<file path="config.mk">
export PLATFORM = sky130hd
export DESIGN_NAME = template_to_code_translator_unit
export DESIGN_NICKNAME = d
export VERILOG_FILES = /design/src/design/ttc_pkg.sv /design/src/design/ttc_front.sv /design/src/design/ttc_queue.sv /design/src/design/ttc_back.sv /design/src/design/template_to_code_translator_unit.sv
export VERILOG_INCLUDE_DIRS = /design/src /design/src/design
export SDC_FILE = /design/constraint.sdc
export NUM_CORES = 1
export LEC_CHECK = 0
export BUFFER_PORTS_ARGS = -buffer_cell sky130_fd_sc_hd__clkbuf_2
export CORE_MARGIN = 2
export CORE_UTILIZATION = 30
export DETAILED_ROUTE_END_ITERATION = 6
export GPL_TIMING_DRIVEN = 0
export PLACE_DENSITY = 0.54
export SLEW_MARGIN = 30
export SYNTH_ARGS = -nofsm -noshare
export SYNTH_HDL_FRONTEND = slang
export SYNTH_SLANG_ARGS = --single-unit
</file>
<file path="constraint.sdc">
create_clock -name i_clk -period 6.1 [get_ports i_clk]
set_input_delay 0 -clock i_clk [delete_from_list [all_inputs] [get_ports i_clk]]
set_output_delay 0 -clock i_clk [all_outputs]
set_load 0.05 [all_outputs]
</file>
<file path="src/design/template_to_code_translator_unit_macros.svh">
// ----------------------------------------------------------------------------
// Template to code translator assertion macros
// Immediate-consequence and next-cycle property checks shared by the design.
// ----------------------------------------------------------------------------
`ifndef TEMPLATE_TO_CODE_TRANSLATOR_UNIT_MACROS_SVH
`define TEMPLATE_TO_CODE_TRANSLATOR_UNIT_MACROS_SVH
`ifndef SYNTH
`define TTC_ASSERT_NOW(lbl, clk, rstn, ante, cons) \
    lbl: assert property (@(posedge clk) disable iff (!rstn) (ante) |-> (cons)) \
        else $error("ttc assertion failed");
`define TTC_ASSERT_NEXT(lbl, clk, rstn, ante, cons) \
    lbl: assert property (@(posedge clk) disable iff (!rstn) (ante) |=> (cons)) \
        else $error("ttc assertion failed");
`else
`define TTC_ASSERT_NOW(lbl, clk, rstn, ante, cons)
`define TTC_ASSERT_NEXT(lbl, clk, rstn, ante, cons)
`endif
`endif

</file>
<file path="src/design/ttc_pkg.sv">
// ----------------------------------------------------------------------------
// Template to code translator package
// Command format between front and back, generated text strings and sizes.
// ----------------------------------------------------------------------------
package ttc_pkg;

    localparam int NUM_SLOTS = 10;
    localparam int SLOT_W    = 4;
    localparam int IDX_W     = 5;
    localparam int MAX_RES   = 36;
    localparam int CNT_W     = 6;
    localparam int Q_DEPTH   = 4;
    localparam int Q_PTR_W   = 2;
    localparam int Q_CNT_W   = 3;

    // Output slots of one command, emitted in this order.
    localparam logic [SLOT_W-1:0] SLOT_PRE  = 4'd0;
    localparam logic [SLOT_W-1:0] SLOT_X0   = 4'd1;
    localparam logic [SLOT_W-1:0] SLOT_X1   = 4'd2;
    localparam logic [SLOT_W-1:0] SLOT_STR  = 4'd3;
    localparam logic [SLOT_W-1:0] SLOT_Y    = 4'd4;
    localparam logic [SLOT_W-1:0] SLOT_F0   = 4'd5;
    localparam logic [SLOT_W-1:0] SLOT_F1   = 4'd6;
    localparam logic [SLOT_W-1:0] SLOT_F2   = 4'd7;
    localparam logic [SLOT_W-1:0] SLOT_F3   = 4'd8;
    localparam logic [SLOT_W-1:0] SLOT_TAIL = 4'd9;

    localparam logic [7:0] CH_LT  = 8'h3C;
    localparam logic [7:0] CH_PCT = 8'h25;
    localparam logic [7:0] CH_EQ  = 8'h3D;
    localparam logic [7:0] CH_GT  = 8'h3E;
    localparam logic [7:0] CH_DQ  = 8'h22;
    localparam logic [7:0] CH_NL  = 8'h0A;
    localparam logic [7:0] CH_BS  = 8'h5C;
    localparam logic [7:0] CH_N   = 8'h6E;
    localparam logic [7:0] CH_RP  = 8'h29;

    localparam logic [0:25][7:0] TXT_PRELUDE   = "let _ = fdWriteChars(fd, \"";
    localparam logic [0:24][7:0] TXT_OPEN_EXP  = "\"); _ = fdWriteChars(fd, ";
    localparam logic [0:3][7:0]  TXT_OPEN_CODE = "\"); ";
    localparam logic [0:23][7:0] TXT_REOPEN    = "; _ = fdWriteChars(fd, \"";
    localparam logic [0:5][7:0]  TXT_TAIL      = " in ()";

    typedef enum logic [2:0] {
        STR_PRE       = 3'd0,
        STR_OPEN_EXP  = 3'd1,
        STR_OPEN_CODE = 3'd2,
        STR_REOPEN    = 3'd3,
        STR_TAIL      = 3'd4
    } t_str_id;

    typedef struct packed {
        logic                     last;
        t_str_id                  strb;
        logic [NUM_SLOTS-1:0]     mask;
        logic [NUM_SLOTS-1:0][7:0] bytes;
    } t_cmd;

    typedef struct packed {
        logic full;
        logic empty;
    } t_q_stat;

    typedef struct packed {
        logic              found;
        logic [SLOT_W-1:0] idx;
    } t_pick;

    function automatic logic [IDX_W-1:0] str_len(input t_str_id id);
        logic [IDX_W-1:0] len;
        case (id)
            STR_PRE:       len = IDX_W'(26);
            STR_OPEN_EXP:  len = IDX_W'(25);
            STR_OPEN_CODE: len = IDX_W'(4);
            STR_REOPEN:    len = IDX_W'(24);
            STR_TAIL:      len = IDX_W'(6);
            default:       len = IDX_W'(1);
        endcase
        return len;
    endfunction

    function automatic logic [7:0] str_char(input t_str_id id, input logic [IDX_W-1:0] idx);
        logic [7:0] ch;
        case (id)
            STR_PRE:       ch = TXT_PRELUDE[idx];
            STR_OPEN_EXP:  ch = TXT_OPEN_EXP[idx];
            STR_OPEN_CODE: ch = TXT_OPEN_CODE[idx[1:0]];
            STR_REOPEN:    ch = TXT_REOPEN[idx];
            STR_TAIL:      ch = TXT_TAIL[idx];
            default:       ch = 8'h00;
        endcase
        return ch;
    endfunction

endpackage

</file>
<file path="src/design/ttc_front.sv">
// ----------------------------------------------------------------------------
// Template to code translator front end
// Scans template bytes, tracks the delimiter state and builds output commands.
// ----------------------------------------------------------------------------
module ttc_front (
    input  logic            i_clk,
    input  logic            i_rst_n,
    input  logic            i_valid,
    input  logic [7:0]      i_in_byte,
    input  logic            i_in_final,
    input  ttc_pkg::t_q_stat i_stat,
    output logic            o_ready,
    output logic            o_push,
    output ttc_pkg::t_cmd   o_cmd
);

    typedef enum logic [7:0] {
        M_LIT      = 8'b0000_0001,
        M_LIT_LT   = 8'b0000_0010,
        M_LIT_LTP  = 8'b0000_0100,
        M_LIT_RAW  = 8'b0000_1000,
        M_EXP      = 8'b0001_0000,
        M_EXP_PCT  = 8'b0010_0000,
        M_CODE     = 8'b0100_0000,
        M_CODE_PCT = 8'b1000_0000
    } t_mode;

    t_mode          r_mode, n_mode, pm;
    logic           r_pre_sent, n_pre_sent;
    ttc_pkg::t_cmd  cmd;
    logic           accept;

    always_comb begin
        cmd = '0;
        cmd.strb = ttc_pkg::STR_REOPEN;
        cmd.mask[ttc_pkg::SLOT_PRE] = !r_pre_sent;
        pm = r_mode;

        unique case (r_mode) inside
            M_LIT: begin
                if (i_in_byte == ttc_pkg::CH_LT) begin
                    pm = M_LIT_LT;
                end else if (i_in_byte == ttc_pkg::CH_DQ || i_in_byte == ttc_pkg::CH_NL) begin
                    cmd.mask[ttc_pkg::SLOT_X0] = 1'b1;
                    cmd.mask[ttc_pkg::SLOT_X1] = 1'b1;
                    cmd.bytes[ttc_pkg::SLOT_X0] = ttc_pkg::CH_BS;
                    cmd.bytes[ttc_pkg::SLOT_X1] =
                        (i_in_byte == ttc_pkg::CH_DQ) ? ttc_pkg::CH_DQ : ttc_pkg::CH_N;
                end else begin
                    cmd.mask[ttc_pkg::SLOT_X0] = 1'b1;
                    cmd.bytes[ttc_pkg::SLOT_X0] = i_in_byte;
                end
            end
            M_LIT_LT: begin
                if (i_in_byte == ttc_pkg::CH_PCT) begin
                    pm = M_LIT_LTP;
                end else begin
                    cmd.mask[ttc_pkg::SLOT_X0] = 1'b1;
                    cmd.mask[ttc_pkg::SLOT_X1] = 1'b1;
                    cmd.bytes[ttc_pkg::SLOT_X0] = ttc_pkg::CH_LT;
                    cmd.bytes[ttc_pkg::SLOT_X1] = i_in_byte;
                    pm = M_LIT_RAW;
                end
            end
            M_LIT_LTP: begin
                cmd.mask[ttc_pkg::SLOT_STR] = 1'b1;
                if (i_in_byte == ttc_pkg::CH_EQ) begin
                    cmd.strb = ttc_pkg::STR_OPEN_EXP;
                    pm = M_EXP;
                end else begin
                    cmd.strb = ttc_pkg::STR_OPEN_CODE;
                    cmd.mask[ttc_pkg::SLOT_Y] = 1'b1;
                    cmd.bytes[ttc_pkg::SLOT_Y] = i_in_byte;
                    pm = M_CODE;
                end
            end
            M_LIT_RAW: begin
                cmd.mask[ttc_pkg::SLOT_X0] = 1'b1;
                cmd.bytes[ttc_pkg::SLOT_X0] = i_in_byte;
                pm = M_LIT;
            end
            M_EXP, M_CODE: begin
                if (i_in_byte == ttc_pkg::CH_PCT) begin
                    pm = (r_mode == M_EXP) ? M_EXP_PCT : M_CODE_PCT;
                end else begin
                    cmd.mask[ttc_pkg::SLOT_X0] = 1'b1;
                    cmd.bytes[ttc_pkg::SLOT_X0] = i_in_byte;
                end
            end
            M_EXP_PCT, M_CODE_PCT: begin
                if (i_in_byte == ttc_pkg::CH_GT) begin
                    // The expression's value call needs its closing parenthesis.
                    cmd.mask[ttc_pkg::SLOT_X0] = (r_mode == M_EXP_PCT);
                    cmd.bytes[ttc_pkg::SLOT_X0] = ttc_pkg::CH_RP;
                    cmd.mask[ttc_pkg::SLOT_STR] = 1'b1;
                    cmd.strb = ttc_pkg::STR_REOPEN;
                    pm = M_LIT;
                end else begin
                    cmd.mask[ttc_pkg::SLOT_X0] = 1'b1;
                    cmd.mask[ttc_pkg::SLOT_X1] = 1'b1;
                    cmd.bytes[ttc_pkg::SLOT_X0] = ttc_pkg::CH_PCT;
                    cmd.bytes[ttc_pkg::SLOT_X1] = i_in_byte;
                    pm = (r_mode == M_EXP_PCT) ? M_EXP : M_CODE;
                end
            end
            default: begin
                pm = M_LIT;
            end
        endcase

        // Closing text on the final byte depends on the mode left by this byte.
        if (i_in_final) begin
            cmd.last = 1'b1;
            cmd.mask[ttc_pkg::SLOT_TAIL] = 1'b1;
            unique case (pm) inside
                M_LIT_LT: begin
                    cmd.mask[ttc_pkg::SLOT_F0] = 1'b1;
                    cmd.mask[ttc_pkg::SLOT_F1] = 1'b1;
                    cmd.mask[ttc_pkg::SLOT_F2] = 1'b1;
                    cmd.bytes[ttc_pkg::SLOT_F0] = ttc_pkg::CH_LT;
                    cmd.bytes[ttc_pkg::SLOT_F1] = ttc_pkg::CH_DQ;
                    cmd.bytes[ttc_pkg::SLOT_F2] = ttc_pkg::CH_RP;
                end
                M_LIT_LTP: begin
                    cmd.mask[ttc_pkg::SLOT_F0] = 1'b1;
                    cmd.mask[ttc_pkg::SLOT_F1] = 1'b1;
                    cmd.mask[ttc_pkg::SLOT_F2] = 1'b1;
                    cmd.mask[ttc_pkg::SLOT_F3] = 1'b1;
                    cmd.bytes[ttc_pkg::SLOT_F0] = ttc_pkg::CH_LT;
                    cmd.bytes[ttc_pkg::SLOT_F1] = ttc_pkg::CH_PCT;
                    cmd.bytes[ttc_pkg::SLOT_F2] = ttc_pkg::CH_DQ;
                    cmd.bytes[ttc_pkg::SLOT_F3] = ttc_pkg::CH_RP;
                end
                M_LIT, M_LIT_RAW: begin
                    cmd.mask[ttc_pkg::SLOT_F0] = 1'b1;
                    cmd.mask[ttc_pkg::SLOT_F1] = 1'b1;
                    cmd.bytes[ttc_pkg::SLOT_F0] = ttc_pkg::CH_DQ;
                    cmd.bytes[ttc_pkg::SLOT_F1] = ttc_pkg::CH_RP;
                end
                M_EXP: begin
                    cmd.mask[ttc_pkg::SLOT_F0] = 1'b1;
                    cmd.bytes[ttc_pkg::SLOT_F0] = ttc_pkg::CH_RP;
                end
                M_EXP_PCT: begin
                    cmd.mask[ttc_pkg::SLOT_F0] = 1'b1;
                    cmd.mask[ttc_pkg::SLOT_F1] = 1'b1;
                    cmd.bytes[ttc_pkg::SLOT_F0] = ttc_pkg::CH_PCT;
                    cmd.bytes[ttc_pkg::SLOT_F1] = ttc_pkg::CH_RP;
                end
                M_CODE_PCT: begin
                    cmd.mask[ttc_pkg::SLOT_F0] = 1'b1;
                    cmd.bytes[ttc_pkg::SLOT_F0] = ttc_pkg::CH_PCT;
                end
                default: begin
                end
            endcase
        end

        n_mode     = i_in_final ? M_LIT : pm;
        n_pre_sent = !i_in_final;
    end

    assign o_ready = !i_stat.full;
    assign accept  = i_valid && !i_stat.full;
    // A byte that yields no text puts nothing in the queue.
    assign o_push  = accept && (|cmd.mask);
    assign o_cmd   = cmd;

    always_ff @(posedge i_clk) begin
        if (!i_rst_n) begin
            r_mode     <= M_LIT;
            r_pre_sent <= 1'b0;
        end else if (accept) begin
            r_mode     <= n_mode;
            r_pre_sent <= n_pre_sent;
        end
    end

endmodule

</file>
<file path="src/design/ttc_queue.sv">
// ----------------------------------------------------------------------------
// Template to code translator command queue
// Short first-in first-out buffer of commands between front and back.
// ----------------------------------------------------------------------------
`include "template_to_code_translator_unit_macros.svh"

module ttc_queue (
    input  logic             i_clk,
    input  logic             i_rst_n,
    input  logic             i_push,
    input  ttc_pkg::t_cmd    i_cmd,
    input  logic             i_pop,
    output ttc_pkg::t_cmd    o_head,
    output ttc_pkg::t_q_stat o_stat
);

    ttc_pkg::t_cmd r_mem [ttc_pkg::Q_DEPTH];
    logic [ttc_pkg::Q_PTR_W-1:0] r_wr_ptr, r_rd_ptr;
    logic [ttc_pkg::Q_CNT_W-1:0] r_count;

    assign o_head      = r_mem[r_rd_ptr];
    assign o_stat.full  = (r_count == ttc_pkg::Q_CNT_W'(ttc_pkg::Q_DEPTH));
    assign o_stat.empty = (r_count == '0);

    always_ff @(posedge i_clk) begin
        if (i_push) begin
            r_mem[r_wr_ptr] <= i_cmd;
        end
    end

    always_ff @(posedge i_clk) begin
        if (!i_rst_n) begin
            r_wr_ptr <= '0;
            r_rd_ptr <= '0;
            r_count  <= '0;
        end else begin
            if (i_push) begin
                r_wr_ptr <= r_wr_ptr + ttc_pkg::Q_PTR_W'(1);
            end
            if (i_pop) begin
                r_rd_ptr <= r_rd_ptr + ttc_pkg::Q_PTR_W'(1);
            end
            if (i_push && !i_pop) begin
                r_count <= r_count + ttc_pkg::Q_CNT_W'(1);
            end else if (!i_push && i_pop) begin
                r_count <= r_count - ttc_pkg::Q_CNT_W'(1);
            end
        end
    end

    `TTC_ASSERT_NOW(a_no_push_full, i_clk, i_rst_n, i_push, !o_stat.full)
    `TTC_ASSERT_NOW(a_no_pop_empty, i_clk, i_rst_n, i_pop, !o_stat.empty)
    `TTC_ASSERT_NEXT(a_push_fills, i_clk, i_rst_n, i_push && !i_pop, !o_stat.empty)

endmodule

</file>
<file path="src/design/ttc_back.sv">
// ----------------------------------------------------------------------------
// Template to code translator back end
// Expands commands into generated text bytes, one byte per cycle while not stalled.
// ----------------------------------------------------------------------------
`include "template_to_code_translator_unit_macros.svh"

module ttc_back (
    input  logic             i_clk,
    input  logic             i_rst_n,
    input  ttc_pkg::t_cmd    i_head,
    input  ttc_pkg::t_q_stat i_stat,
    input  logic             i_ready,
    output logic             o_pop,
    output logic             o_valid,
    output logic [7:0]       o_out_byte,
    output logic             o_run_last,
    output logic             o_text_done
);

    // Lowest set slot of a mask.
    function automatic ttc_pkg::t_pick first_set(input logic [ttc_pkg::NUM_SLOTS-1:0] m);
        ttc_pkg::t_pick p;
        p = '0;
        for (int i = ttc_pkg::NUM_SLOTS - 1; i >= 0; i--) begin
            if (m[i]) begin
                p.found = 1'b1;
                p.idx   = ttc_pkg::SLOT_W'(i);
            end
        end
        return p;
    endfunction

    logic                        r_busy;
    ttc_pkg::t_cmd               r_cur;
    logic [ttc_pkg::SLOT_W-1:0]  r_slot;
    logic [ttc_pkg::IDX_W-1:0]   r_idx;
    logic [ttc_pkg::CNT_W-1:0]   r_cnt;
    logic                        r_ovalid;
    logic [7:0]                  r_obyte;
    logic                        r_olast;
    logic                        r_odone;

    ttc_pkg::t_cmd               act;
    ttc_pkg::t_pick              head_pick, later;
    logic [ttc_pkg::SLOT_W-1:0]  s;
    logic [ttc_pkg::IDX_W-1:0]   idx;
    logic [ttc_pkg::CNT_W-1:0]   cnt;
    ttc_pkg::t_str_id            sid;
    logic                        is_str, slot_end, done, fire;
    logic [7:0]                  cur_byte;

    always_comb begin
        // A new command starts straight from the queue head, with no bubble.
        act       = r_busy ? r_cur : i_head;
        head_pick = first_set(i_head.mask);
        s         = r_busy ? r_slot : head_pick.idx;
        idx       = r_busy ? r_idx : '0;
        cnt       = r_busy ? r_cnt : '0;

        is_str = (s == ttc_pkg::SLOT_PRE) || (s == ttc_pkg::SLOT_STR) ||
                 (s == ttc_pkg::SLOT_TAIL);
        if (s == ttc_pkg::SLOT_PRE) begin
            sid = ttc_pkg::STR_PRE;
        end else if (s == ttc_pkg::SLOT_TAIL) begin
            sid = ttc_pkg::STR_TAIL;
        end else begin
            sid = act.strb;
        end

        cur_byte = is_str ? ttc_pkg::str_char(sid, idx) : act.bytes[s];
        slot_end = !is_str || (idx == ttc_pkg::str_len(sid) - ttc_pkg::IDX_W'(1));
        later    = first_set(act.mask & ~((ttc_pkg::NUM_SLOTS'(2) << s) -
                                          ttc_pkg::NUM_SLOTS'(1)));
        // Text beyond the result limit of one byte is dropped.
        done     = (slot_end && !later.found) ||
                   (cnt == ttc_pkg::CNT_W'(ttc_pkg::MAX_RES - 1));
        fire     = (!r_ovalid || i_ready) && (r_busy || !i_stat.empty);
    end

    assign o_pop       = fire && !r_busy;
    assign o_valid     = r_ovalid;
    assign o_out_byte  = r_obyte;
    assign o_run_last  = r_olast;
    assign o_text_done = r_odone;

    always_ff @(posedge i_clk) begin
        if (!i_rst_n) begin
            r_busy   <= 1'b0;
            r_ovalid <= 1'b0;
        end else if (fire) begin
            r_busy   <= !done;
            r_ovalid <= 1'b1;
        end else if (i_ready) begin
            r_ovalid <= 1'b0;
        end
    end

    always_ff @(posedge i_clk) begin
        if (fire) begin
            r_obyte <= cur_byte;
            r_olast <= done;
            r_odone <= done && act.last;
            r_cur   <= act;
            r_slot  <= slot_end ? later.idx : s;
            r_idx   <= slot_end ? '0 : idx + ttc_pkg::IDX_W'(1);
            r_cnt   <= cnt + ttc_pkg::CNT_W'(1);
        end
    end

    `TTC_ASSERT_NOW(a_busy_slot_live, i_clk, i_rst_n, r_busy, r_cur.mask[r_slot])
    `TTC_ASSERT_NOW(a_busy_has_count, i_clk, i_rst_n, r_busy, r_cnt != '0)

endmodule

</file>
<file path="src/design/template_to_code_translator_unit.sv">
// ----------------------------------------------------------------------------
// Template to code translator
// Turns a server-page template byte stream into the text of a printing program.
// ----------------------------------------------------------------------------
// One template byte is accepted per cycle while the four-entry command queue
// has room; the byte is classified at once and turned into a command. The
// back end then sends out one generated byte per cycle while the receiver is
// ready; an input byte yields n bytes (1 to 36, typically 1), and the output
// rate of one byte per cycle, set by the back end's single text sequencer, is
// what bounds the sustained input rate. A byte that yields no text puts
// nothing on the output.
module template_to_code_translator_unit (
    input  logic       i_clk,
    input  logic       i_rst_n,
    input  logic       i_valid,
    output logic       o_ready,
    input  logic [7:0] i_in_byte,
    input  logic       i_in_final,
    output logic       o_valid,
    input  logic       i_ready,
    output logic [7:0] o_out_byte,
    output logic       o_run_last,
    output logic       o_text_done
);

    logic             push, pop;
    ttc_pkg::t_cmd    cmd, head;
    ttc_pkg::t_q_stat stat;

    ttc_front u_front (
        .i_clk      (i_clk),
        .i_rst_n    (i_rst_n),
        .i_valid    (i_valid),
        .i_in_byte  (i_in_byte),
        .i_in_final (i_in_final),
        .i_stat     (stat),
        .o_ready    (o_ready),
        .o_push     (push),
        .o_cmd      (cmd)
    );

    ttc_queue u_queue (
        .i_clk   (i_clk),
        .i_rst_n (i_rst_n),
        .i_push  (push),
        .i_cmd   (cmd),
        .i_pop   (pop),
        .o_head  (head),
        .o_stat  (stat)
    );

    ttc_back u_back (
        .i_clk       (i_clk),
        .i_rst_n     (i_rst_n),
        .i_head      (head),
        .i_stat      (stat),
        .i_ready     (i_ready),
        .o_pop       (pop),
        .o_valid     (o_valid),
        .o_out_byte  (o_out_byte),
        .o_run_last  (o_run_last),
        .o_text_done (o_text_done)
    );

endmodule

</file>
## Word level (Yosys, flattened, before mapping)

Memory sizes are Yosys's and may differ from the RTL's. A register that Yosys moved wholly into a read port is not among the register bits.
Index checks and enable logic that the tools add are counted.
Widths: inputs -> output; s select.

- Memories: 5
- Bits in latches: 0
- Flip-flop bits (word level): 137
- RAM bits: 276
- Logic and storage cells: 215
- Bits in read-only memories: 832
- Input bits: 13
- Output and inout port bits: 12

Memory list:

| memory | words | width | read ports | clocked after Yosys merged registers in | write ports | line | source |
|---|---|---|---|---|---|---|---|
| u_queue.r_mem | 4 | 69 | 1 | 1 | 1 | ttc_queue.sv:17 | `ttc_pkg::t_cmd r_mem [ttc_pkg::Q_DEPTH];` |
| (no name shown) | 32 | 8 | 1 | 0 | 0 | ttc_pkg.sv:85 | `STR_PRE: ch = TXT_PRELUDE[idx];` |
| (no name shown) | 32 | 8 | 1 | 0 | 0 | ttc_pkg.sv:86 | `STR_OPEN_EXP: ch = TXT_OPEN_EXP[idx];` |
| (no name shown) | 32 | 8 | 1 | 0 | 0 | ttc_pkg.sv:88 | `STR_REOPEN: ch = TXT_REOPEN[idx];` |
| (no name shown) | 8 | 8 | 1 | 0 | 0 | ttc_pkg.sv:89 | `STR_TAIL: ch = TXT_TAIL[idx];` |

- Reductions and logical operators: 40
- Bitwise gates (word level): 4
- Equal/unequal tests: 30
- Magnitude comparators: 4
- Shift-type cells: 1
- $mul: 0
- Multiplexer cells: 97
- Add/sub/neg operators: 8
- Div/mod/pow operators: 0

Operator list:

| operator | count |
|---|---|
| $mux 8 | 23 |
| $pmux 8 s5 | 3 |
| $mux 94 | 1 |
| $mux 5 | 12 |
| $eq 8x6->1 const B | 7 |
| $mux 4 | 14 |
| $bmux 8 s4 | 1 |
| $mux 16 | 2 |
| $mux 32 | 1 |
| $pmux 5 s5 | 1 |
| $eq 8x4->1 const B | 3 |
| $pmux 6 s4 | 1 |
| $pmux 8 s3 | 1 |
| $mux 7 | 3 |
| $pmux 6 s3 | 1 |
| $bmux 8 s2 | 1 |
| $eq 8x1->1 const B | 2 |
| $eq 8x2->1 const B | 2 |
| $eq 8x3->1 const B | 2 |
| $eq 8x5->1 const B | 2 |
| $eq 8x8->1 const B | 2 |
| $mux 1 | 16 |
| $mux 2 | 6 |
| $mux 3 | 4 |
| 40 further kinds | 73 |

## Depth between registers and ports, before layout

Gate-level depths: netlist of run 1.

- Depth after elaboration: 29
- Depth in mapped cells: 18
- Gate-level depth less buffers: 15

## By module

Synthesis of run 1 repeated with hierarchy kept, for this count alone.

- Cells, all modules: 1418
- Area, all modules: 23058.4 um^2

By module, submodules not included:

| module | seq. area each (um^2) | area each (um^2) | cells each | times used |
|---|---|---|---|---|
| ttc_queue | 11471.0 | 14073.5 | 534 | 1 |
| ttc_back | 3523.4 | 7328.3 | 647 | 1 |
| ttc_front | 180.2 | 1656.6 | 237 | 1 |

## Worst setup path before layout of run 1

No wires, ideal clock.

- Path kind: reg2reg
- Start point: register u_back.r_busy
- End point: register u_back.r_obyte[0], in the netlist u_back.o_out_byte[0], enable pin
- Setup slack: -0.531 ns
- Required time: 5.519 ns
- Library setup time: 0.581 ns
- Cell stages (with the launch flop): 7
- Buffers on the path: 4
- Arrival time: 6.050 ns
- Period minus slack after synthesis: 6.631 ns
- Cell sequence: dfxtp_1 clkbuf_1 clkbuf_1 clkbuf_1 clkbuf_1 nor4_1 nor2_1

- Word-level cells in the longest chain between the ends: 2

RTL lines:

| element | line | source |
|---|---|---|
| from (decl) | ttc_back.sv:33 | `logic r_busy;` |
| from (signal assigned) | ttc_back.sv:91 | `r_busy <= !done;` |
| $logic_or 1x1->1 | ttc_back.sv:77 | `fire = (!r_ovalid \|\| i_ready) && (r_busy \|\| !i_stat.empty);` |
| $logic_and 1x1->1 | ttc_back.sv:77 |  |
| via u_back.fire | ttc_back.sv:49 | `logic is_str, slot_end, done, fire;` |
| to (signal assigned) | ttc_back.sv:100 | `r_obyte <= cur_byte;` |
| to (decl) | ttc_back.sv:39 | `logic [7:0] r_obyte;` |

The timed path passes the listed nets, and every way through them passes these cells.
A chain may end at the register's enable or synchronous reset.

==> results of run 1 <==
## cells in the mapped netlist, drive strengths merged, types with 7 or more instances
cell type  count
a211oi        17
a21boi         8
a21o           8
a21oi         46
and2          66
and3          14
buf            8
clkbuf        56
dfxtp         20
edfxtp       298
ha            14
inv           28
mux2i         19
mux4          48
nand2        223
nand3         21
nor2          83
nor2b         10
nor3          20
o211ai         9
o21a           8
o21ai         47
o22ai          9
or4            7
xnor2         13
xor2           9
## repair_timing
action,CTS,global route
setup endpoints to repair,0,1
resized for setup,0,1
hold endpoints to repair,72,0
hold buffers,11,0
## where the power goes
| group | switching, mW | internal (mW) |
|---|---|---|
| registers | 0.169 | 3.18 |
| logic | 2.62 | 1.40 |
| clock network | 0.853 | 1.31 |
| total | 3.65 | 5.89 |
## worst paths after layout
check | start | to | slack [ns] | cells past startpoint
setup / recovery | flip-flop | u_back.r_busy | 0.42 | 17
setup reg to reg | flip-flop | u_back.r_busy | 0.42 | 17
hold reg to reg | u_front.r_pre_sent | u_front.r_pre_sent | 0.47 | 2
hold / removal | i_in_byte[3] | u_queue.r_mem[1][11] | 0.11 | 2
## layer usage
metal,global-route usage,part of all wire
met2,0.233,0.47
met5,0,0
met4,0.0321,0.014
met3,0.0197,0.049
met1,0.210,0.47
## layout make-up
class / instances / area (µm²) / share of cell area
clock inverter: 14 / 228 / 0.0130
clock buffer: 49 / 950 / 0.0542
inverter: 29 / 109 / 0.00621
sequential: 318 / 9350 / 0.533
tap: 664 / 831 / 0.0474
buffer: 64 / 259 / 0.0148
timing repair buffer: 44 / 478 / 0.0273
multi-input combinational: 787 / 5330 / 0.304
## kinds of logic (layout without fill, tap and decap cells)
| logic type | Yosys count | count (layout) | share of synthesized area |
|---|---|---|---|
| compound gates | 194 | 194 | 0.0867 |
| xor+xnor | 22 | 22 | 0.0128 |
| fa+ha+maj | 15 | 15 | 0.0130 |
| buf+inv | 93 | 200 | 0.0242 |
| flops | 318 | 318 | 0.623 |
| mux | 72 | 72 | 0.0887 |
| simple gates | 484 | 484 | 0.152 |
## registers in the layout, summed over array words and instances, names as in the netlist, named ones only
register / flops
u_queue.r_mem: 188
u_back.r_cur: 85
u_back.o_out_byte: 8
u_front.r_mode: 8
u_back.r_cnt: 6
u_back.r_idx: 5
u_back.r_slot: 4
u_queue.r_count: 3
u_queue.r_rd_ptr: 2
u_queue.r_wr_ptr: 2
u_back.o_run_last: 1
u_back.o_text_done: 1
u_back.o_valid: 1
u_back.r_busy: 1
u_front.r_pre_sent: 1
## through the flow
step / utilization / total power [mW] / TNS [ns]
floorplan: - / 6.05 / 0
global placement: 0.325 / 7.25 / -131.30
detailed placement: 0.330 / 7.41 / 0
CTS: 0.356 / 9.61 / 0
global route: 0.357 / 10.1 / 0
finish: 0.357 / 9.54 / 0
## worst max-delay path: cells and delay by family, from the launching register on
kind                       cells  cell delay [ns]
buffers and inverters          5             1.99
and+or+nand+nor                7             1.71
AOI/OAI and AO/OA              3             0.62
muxes                          1             0.52
DFF                            1             0.49
adders and majority gates      1             0.23
==> impl_metrics.tcl, run 1 <==
set metrics [dict create \
    run_status "finished, final reports clean" \
    row_count 81 \
    rsz0062_at_grt "false" \
    ys.warnings.count 0 \
    critPathSlowestCell "sky130_fd_sc_hd__clkbuf_1" \
    maxSlewViolCount 0 \
    nFillCells 4762 \
    path_clk_slew_ns 0.06 \
    cp.required_ns 6.52 \
    seq_total_area_yosys 0.623 \
    design.portCount 25 \
    tightestPinTransition_ns 0.914 \
    path_cells "clkbuf_1, mux4_2, nor3_1, o31a_1, or2_2, clkbuf_1, clkbuf_1, clkbuf_1, nand3_1, ha_1, clkbuf_1, or4_1, and3_1, or3_1, nor2_1, a31oi_1, a31o_1" \
    finalWorstSetupSlack_ns 0.421 \
    netlist_instances 1198 \
    placement.io_buffers 23 \
    edff_count_synth 298 \
    post-place-ws_ns 0.302 \
    ys.flop_type "sky130_fd_sc_hd__edfxtp_1" \
    timing.slew.headroom 0.391 \
    synth_async_reset_ratio 0 \
    critical_path_arrival_ns 6.10 \
    max-vdd-ir-drop_uv 240 \
    post-route-period-util 0.931 \
    drc 0 \
    ant_diodes 0 \
    initial_core_util 0.305 \
    final_common_cell "sky130_fd_sc_hd__edfxtp_1" \
    clk-insertion-delay-late_ns 0.54 \
    timing.final.hold_violations 0 \
    dr_vias_cell 5.04 \
    timing.setup.critical_path_class "reg -> reg" \
    critical_path.most_common_cell "sky130_fd_sc_hd__clkbuf_1" \
    layout.cell_area.non_filler_um2 17500 \
    all_layer_global_routing_usage 0.145 \
    final_layout_size_suffix_gt1_frac 0.122 \
    path_max_fanout 10 \
    fin_nets 1307 \
    cts-htree-levels 2 \
    postSynthRegisterBits 318 \
    clock_tree_from_tritoncts "done" \
    netlist-cell-type-count 75 \
    total_vias_in_the_final_route 9919 \
    cts.repair_timing.setup_buffer_count 0 \
    finalSetupViolations 0 \
    die_h_um 228 \
    critical_path.endpoint_type "flip-flop" \
    gp_routability_congestion 0.884 \
    ctsLongestPathBuffers 3 \
    post_route_hold_slack_ns 0.106 \
    netlist_top_cells_area "sky130_fd_sc_hd__edfxtp_1, sky130_fd_sc_hd__mux4_2, sky130_fd_sc_hd__nand2_1" \
    cap_viol_max_count 0 \
    place_inst 1895 \
    clock_sink_count 318 \
    powerDensity_nw_per_um2 544 \
    postSynthAreaPerCell_um2 12.5 \
    synth.net_count 1226 \
    post-route-min-period_ns 5.68 \
    place_area_um2 16200 \
    coreArea_um2 49200 \
    synth.top_cell.area_share 0.596 \
    grt_antenna_before_repair 0 \
    place.detailed.hpwl_mm 27.4 \
    root_buffer "sky130_fd_sc_hd__clkbuf_16" \
    via_count_of_the_first_global_routing_pass 9700 \
    grt_ovf 0 \
    fp.dieArea_um2 51900 \
    number_of_non_filler_instances_in_the_completed_layout 1969 \
    area_growth_syn_to_layout_pct 16.8 \
    detailedRoute.firstPassIterationCount 5 \
    drt_iter0_drc 834 \
    fmax_mhz 176 \
    crit_path_max_incr_delay_ns 0.56 \
    worstHoldPathType "in -> reg" \
    ant_nets 0 \
    worst_clock_skew_ns 0.0158 \
    die_w_um 228 \
    p_leak_nw 6.11 \
    routed_wire_length_per_instance_um 19.4 \
    crit_path_start_kind "flip-flop" \
    mappedNetlistArea_um2 15000 \
    synth_largest_area_cell "sky130_fd_sc_hd__edfxtp_1" \
    global_route_wire_length_before_repair_mm 58.9 \
    top_library_cells_by_usage_in_the_layout_fill_and_taps_aside "sky130_fd_sc_hd__edfxtp_1, sky130_fd_sc_hd__nand2_1, sky130_fd_sc_hd__nor2_1" \
    cts_inserted_buffers 35 \
    detail_route.wirelength_mm 38.3 \
    grt_start_max_net_pins 41 \
]
No activity file was read; power rests on OpenSTA's default activity.
==> run 2: changes to the inputs <==
--- a/config.mk
+++ b/config.mk
@@ -8,10 +8,10 @@
 export LEC_CHECK = 0
 export BUFFER_PORTS_ARGS = -buffer_cell sky130_fd_sc_hd__clkbuf_2
 export CORE_MARGIN = 2
-export CORE_UTILIZATION = 30
+export CORE_UTILIZATION = 40
 export DETAILED_ROUTE_END_ITERATION = 6
 export GPL_TIMING_DRIVEN = 0
-export PLACE_DENSITY = 0.54
+export PLACE_DENSITY = 0.65
 export SLEW_MARGIN = 30
 export SYNTH_ARGS = -nofsm -noshare
 export SYNTH_HDL_FRONTEND = slang
==> run 2 against run 1 <==
  * Clock-buffer cell count shrank 5
  * Register-to-register slack got worse by 0.05 ns
  * Hold slack worse by 0.018 ns
  * Sequential power hardly changed
  * Flip-flop and latch count unchanged
  * Highest routed layer unchanged
  * Clock power shrank 5%
  * Die area is 25% lower
  * Core utilization up 11 points
  * Sequential share of layout area is 1.1 points higher
  * Critical endpoint unchanged
  * Worst setup slack got worse by 0.054 ns
==> impl_metrics.tcl, run 2 (synthesis results as in run 1) <==
set metrics [dict create \
    nFillCells 3354 \
    p_leak_nw 6.07 \
    die_w_um 198 \
    share_seq_of_total_power 0.359 \
    dr_vias_cell 5.63 \
    cts_inserted_buffers 36 \
    drt_iter0_drc 881 \
    crit_path_start_kind "flip-flop" \
    detailedRoute.firstPassIterationCount 5 \
    post-layout-total-power_mw 9.31 \
    cell_internal_pwr_mw 5.76 \
    run_status "finished, final reports clean" \
    final_common_cell "sky130_fd_sc_hd__edfxtp_1" \
    timing.final.hold_violations 0 \
    maxSlewViolCount 0 \
    grt_ovf 0 \
    routed_wire_length_per_instance_um 20.3 \
    initial_core_util 0.408 \
    tightestPinTransition_ns 0.930 \
    power_frac_comb 0.421 \
    timing.slew.headroom 0.380 \
    row_count 70 \
    cap_viol_max_count 0 \
    grt_start_max_net_pins 42 \
    place.detailed.hpwl_mm 25.3 \
    cts-htree-levels 2 \
    global_route_wire_length_before_repair_mm 56.5 \
    ff2ff_path_depth 16 \
    gp_routability_congestion 0.908 \
    fin_util 0.467 \
    total_vias_in_the_final_route 9964 \
    fin_nets 1307 \
    cts.repair_timing.setup_buffer_count 0 \
    swShare 0.381 \
    reg.largest.list "u_queue.r_mem x188, u_back.r_cur x85" \
    all_layer_global_routing_usage 0.187 \
    power.net_switching_mw 3.55 \
    ctsLongestPathBuffers 3 \
    rsz0062_at_grt "false" \
    top_library_cells_by_usage_in_the_layout_fill_and_taps_aside "sky130_fd_sc_hd__edfxtp_1, sky130_fd_sc_hd__nand2_1, sky130_fd_sc_hd__nor2_1" \
    critical_path_arrival_ns 6.14 \
    coreArea_um2 36800 \
    largest_register "u_queue.r_mem" \
    final_layout_size_suffix_gt1_frac 0.121 \
    die_h_um 198 \
    clock_sink_count 318 \
    fp.dieArea_um2 39100 \
    finalSetupViolations 0 \
    post-route-period-util 0.940 \
    area_growth_syn_to_layout_pct 14.4 \
    r2r-end "u_back.r_busy" \
    grt_antenna_before_repair 0 \
    clock_power_share 0.220 \
    max-vdd-ir-drop_uv 256 \
    endpoint "u_back.r_busy" \
    powerDensity_nw_per_um2 542 \
    cp.required_ns 6.51 \
    path_clk_slew_ns 0.06 \
    fmax_mhz 174 \
    detail_route.wirelength_mm 36.0 \
    drc 0 \
    clock_tree_from_tritoncts "done" \
    ant_diodes 0 \
    worst_reg2reg_setup_slack_ns 0.37 \
    clk-insertion-delay-late_ns 0.52 \
    placement.io_buffers 23 \
    worst_clock_skew_ns 0.0171 \
    critical_path.endpoint_type "flip-flop" \
    root_buffer "sky130_fd_sc_hd__clkbuf_16" \
    design.portCount 25 \
    max_ffs_per_register 188 \
    worstHoldPathType "in -> reg" \
    timing.setup.critical_path_class "reg -> reg" \
    ant_nets 0 \
    path_max_fanout 10 \
    finalSetupTns_ns 0 \
    post-route-min-period_ns 5.73 \
    via_count_of_the_first_global_routing_pass 9723 \
]
==> run 2: worst min path at each step <==
stage                            start                    to  slack (ns)  cells past startpoint
after floorplan             i_in_final  u_queue.r_mem[0][65]         0.1                      0
after global placement         i_rst_n         u_back.r_busy        0.35                      3
after global routing      i_in_byte[3]  u_queue.r_mem[1][11]         0.1                      2
after CTS                 i_in_byte[3]  u_queue.r_mem[3][11]        0.07                      2
final                     i_in_byte[3]  u_queue.r_mem[1][11]        0.09                      2
after detailed placement       i_rst_n         u_back.r_busy        0.35                      3
==> run 2: final cells by class <==
class                           instances  area, µm²  share of cell area
Tap cell                              468        586              0.0341
Timing Repair Buffer                   43        445              0.0259
Sequential cell                       318       9350               0.544
Clock inverter                         17        176              0.0103
Inverter                               29        109             0.00634
Multi-Input combinational cell        787       5330               0.310
Clock buffer                           44        931              0.0542
Buffer                                 64        256              0.0149
==> run 2: power groups by stage <==
stage / clock network, mW / logic (mW) / registers (mW)
floorplan: 0 / 2.54 / 3.51
global placement: 0 / 3.70 / 3.45
detailed placement: 0 / 3.89 / 3.39
CTS: 2.09 / 3.92 / 3.35
global route: 2.17 / 4.28 / 3.40
finish: 2.05 / 3.92 / 3.35
==> run 2: worst max-delay path, cell delays in order (launching register included) <==
cell and delay (ns):
sky130_fd_sc_hd__dfxtp_1 0.47, sky130_fd_sc_hd__clkbuf_1 0.54, sky130_fd_sc_hd__mux4_2 0.47, sky130_fd_sc_hd__nand2b_1 0.18, sky130_fd_sc_hd__a221o_1 0.36, sky130_fd_sc_hd__a21oi_4 0.38
sky130_fd_sc_hd__clkbuf_1 0.45, sky130_fd_sc_hd__buf_1 0.55, sky130_fd_sc_hd__nand3_1 0.15, sky130_fd_sc_hd__ha_1 0.23, sky130_fd_sc_hd__clkbuf_1 0.17, sky130_fd_sc_hd__or4_1 0.53
sky130_fd_sc_hd__and3_1 0.20, sky130_fd_sc_hd__or3_1 0.39, sky130_fd_sc_hd__nor2_1 0.11, sky130_fd_sc_hd__a31oi_1 0.17, sky130_fd_sc_hd__a31o_1 0.27
==> run 2: routing by layer <==
| metal | global-route usage | vias up | routed length (µm) |
|---|---|---|---|
| met1 | 0.262 | 4947 | 16100 |
| met5 | 0 | - | 0 |
| met3 | 0.0257 | 47 | 2040 |
| li1 | - | 4630 | - |
| met4 | 0.0398 | 0 | 508 |
| met2 | 0.313 | 340 | 17300 |
==> run 2: timing repair <==
item / in CTS / in global routing
resized for setup: 0 / 0
endpoints found under the hold margin: 58 / 0
hold buffers: 11 / 0
==> run 2: metrics by stage <==
step / cells / setup WS (ns) / instance area, µm² / hold WS [ns]
3_5_place_dp: 1698 / 0.409 / 16000 / 0.350
5_1_grt: 1770 / 0.0422 / 17200 / 0.0983
4_1_cts: 1770 / 0.365 / 17200 / 0.0724
3_3_place_gp: 1689 / -1.08 / 15700 / 0.346
6_report: 1770 / 0.367 / 17200 / 0.0883
2_1_floorplan: 1198 / 1.33 / 15000 / 0.0989
==> run 3: changes to the inputs <==
--- a/config.mk
+++ b/config.mk
@@ -12,6 +12,7 @@
 export DETAILED_ROUTE_END_ITERATION = 6
 export GPL_TIMING_DRIVEN = 0
 export PLACE_DENSITY = 0.65
+export RECOVER_POWER = 100
 export SLEW_MARGIN = 30
 export SYNTH_ARGS = -nofsm -noshare
 export SYNTH_HDL_FRONTEND = slang
==> run 3 against run 2 <==
  * The flow now finishes with violations (capacitance limit, slew limit)
  * Maximum frequency fell by 0.28%
  * Critical path depth did not move
  * Clock-buffer cell count did not move
  * Global-route usage did not move
  * Via count fell by 0.77%
  * Non-clock buffer count did not move
  * Clock skew rose by 0.0022 ns
  * Hold slack improved by 0.0016 ns
  * Sequential power barely moved
  * Die area did not move
==> impl_metrics.tcl, run 3 (synthesis results as in run 1) <==
set metrics [dict create \
    run_status "complete, but fails checks" \
    failing_checks "capacitance limit, slew limit" \
    clock_sink_count 318 \
    die_w_um 198 \
    via_count_of_the_first_global_routing_pass 9723 \
    post-route-min-period_ns 5.75 \
    detailedRoute.firstPassIterationCount 5 \
    p_leak_nw 5.90 \
    rsz0062_at_grt "false" \
    worstHoldPathCells 2 \
    number_of_non_filler_instances_in_the_completed_layout 1770 \
    critical_path.endpoint_type "flip-flop" \
    post-route-period-util 0.942 \
    root_buffer "sky130_fd_sc_hd__clkbuf_16" \
    top_library_cells_by_usage_in_the_layout_fill_and_taps_aside "sky130_fd_sc_hd__edfxtp_1, sky130_fd_sc_hd__nand2_1, sky130_fd_sc_hd__clkbuf_1" \
    fmax_mhz 174 \
    final_common_cell "sky130_fd_sc_hd__edfxtp_1" \
    grt_ovf 0 \
    ant_nets 0 \
    design.portCount 25 \
    multi_input_area_um2 5290 \
    timing.slew.headroom -0.704 \
    max_ffs_per_register 188 \
    path_clk_slew_ns 0.06 \
    total_vias_in_the_final_route 9887 \
    gp_routability_congestion 0.908 \
    crit_path_start_kind "flip-flop" \
    tightestPinTransition_ns 2.56 \
    fin_nets 1307 \
    cts.repair_timing.setup_buffer_count 0 \
    clock_tree_from_tritoncts "done" \
    die_h_um 198 \
    initial_core_util 0.408 \
    cts_inserted_buffers 36 \
    cap_viol_max_count 3 \
    coreArea_um2 36800 \
    grt_start_max_net_pins 42 \
    routed_wire_length_per_instance_um 20.4 \
    worstHoldPathType "in -> reg" \
    cts-htree-levels 2 \
    nFillCells 3386 \
    detail_route.wirelength_mm 36.0 \
    timing.final.hold_violations 0 \
    dr_vias_cell 5.59 \
    finalSetupViolations 0 \
    largest_register "u_queue.r_mem" \
    fp.dieArea_um2 39100 \
    clk-insertion-delay-late_ns 0.52 \
    place.detailed.hpwl_mm 25.3 \
    timing.setup.critical_path_class "reg -> reg" \
    max-vdd-ir-drop_uv 257 \
    final_layout_size_suffix_gt1_frac 0.0991 \
    all_layer_global_routing_usage 0.187 \
    ff2ff_path_depth 16 \
    drt_iter0_drc 924 \
    critical_path_arrival_ns 6.16 \
    reg.largest.list "u_queue.r_mem x188, u_back.r_cur x85" \
    maxSlewViolCount 100 \
    cp.required_ns 6.51 \
    ctsLongestPathBuffers 3 \
    global_route_wire_length_before_repair_mm 56.5 \
    placement.io_buffers 23 \
    ctsResizeCount 0 \
    drc 0 \
    row_count 70 \
    grt_antenna_before_repair 0 \
    worst_clock_skew_ns 0.0194 \
    ant_diodes 0 \
    post_route_hold_slack_ns 0.0899 \
    place_inst 1698 \
    path_max_fanout 10 \
    powerDensity_nw_per_um2 541 \
    area_growth_syn_to_layout_pct 13.1 \
    layout.area.seq_um2 9350 \
]
==> run 3: cell types whose count changed in the layout (fill, tap and decap cells not counted), sizes merged <==
cell | previous run | this run
buf | 17 | 5
clkbuf | 123 | 135
==> run 3: final timing paths <==
| check | start | endpoint | slack [ns] |
|---|---|---|---|
| worst min-delay path | i_in_byte[3] | u_queue.r_mem[1][11] | 0.09 |
| worst min register to register | u_front.r_pre_sent | u_front.r_pre_sent | 0.47 |
| worst max-delay path | flip-flop | u_back.r_busy | 0.35 |
| worst max register to register | flip-flop | u_back.r_busy | 0.35 |
==> run 3: cell type report <==
type / instances / share of cell area
sequential: 318 / 0.551
tap: 468 / 0.0345
inverter: 29 / 0.00641
clock inverter: 17 / 0.0104
multi-input combinational: 787 / 0.312
buffer: 64 / 0.0149
clock buffer: 44 / 0.0548
timing repair buffer: 43 / 0.0169
==> run 3: what timing repair did <==
| item | in CTS | in global routing |
|---|---|---|
| hold buffers | 11 | 0 |
| setup endpoints to repair | 0 | 0 |
| endpoints found under the hold margin | 58 | 0 |
==> run 3: routing by layer <==
metal,up-vias,track usage,wire length [µm]
met4,0,0.0398,440
met3,40,0.0257,2070
li1,4616,-,-
met2,323,0.313,17300
met5,-,0,0
met1,4908,0.262,16200
==> run 3: per-stage QoR <==
| stage | util | cell area, µm² | power [mW] | setup TNS, ns | setup slack, ns |
|---|---|---|---|---|---|
| floorplan | - | 15000 | 6.05 | 0 | 1.33 |
| global placement | 0.427 | 15700 | 7.14 | -118.46 | -1.08 |
| detailed placement | 0.434 | 16000 | 7.28 | 0 | 0.409 |
| CTS | 0.467 | 17200 | 9.35 | 0 | 0.365 |
| global route | 0.462 | 17000 | 9.73 | 0 | 0.0244 |
| finish | 0.462 | 17000 | 9.18 | 0 | 0.351 |
==> run 3: critical path, cell delays in order, from the launching register on <==
cell	delay [ns]
sky130_fd_sc_hd__dfxtp_1	0.47
sky130_fd_sc_hd__clkbuf_1	0.53
sky130_fd_sc_hd__mux4_2	0.47
sky130_fd_sc_hd__nand2b_1	0.18
sky130_fd_sc_hd__a221o_1	0.36
sky130_fd_sc_hd__a21oi_4	0.38
sky130_fd_sc_hd__clkbuf_1	0.45
sky130_fd_sc_hd__clkbuf_1	0.56
sky130_fd_sc_hd__nand3_1	0.15
sky130_fd_sc_hd__ha_1	0.24
sky130_fd_sc_hd__clkbuf_1	0.17
sky130_fd_sc_hd__or4_1	0.53
sky130_fd_sc_hd__and3_1	0.20
sky130_fd_sc_hd__or3_1	0.39
sky130_fd_sc_hd__nor2_1	0.11
sky130_fd_sc_hd__a31oi_1	0.18
sky130_fd_sc_hd__a31o_1	0.28
==> run 3: where the power goes <==
part / switching [mW] / internal (mW)
sequential: 0.164 / 3.20
clock: 0.831 / 1.21
combinational: 2.53 / 1.25
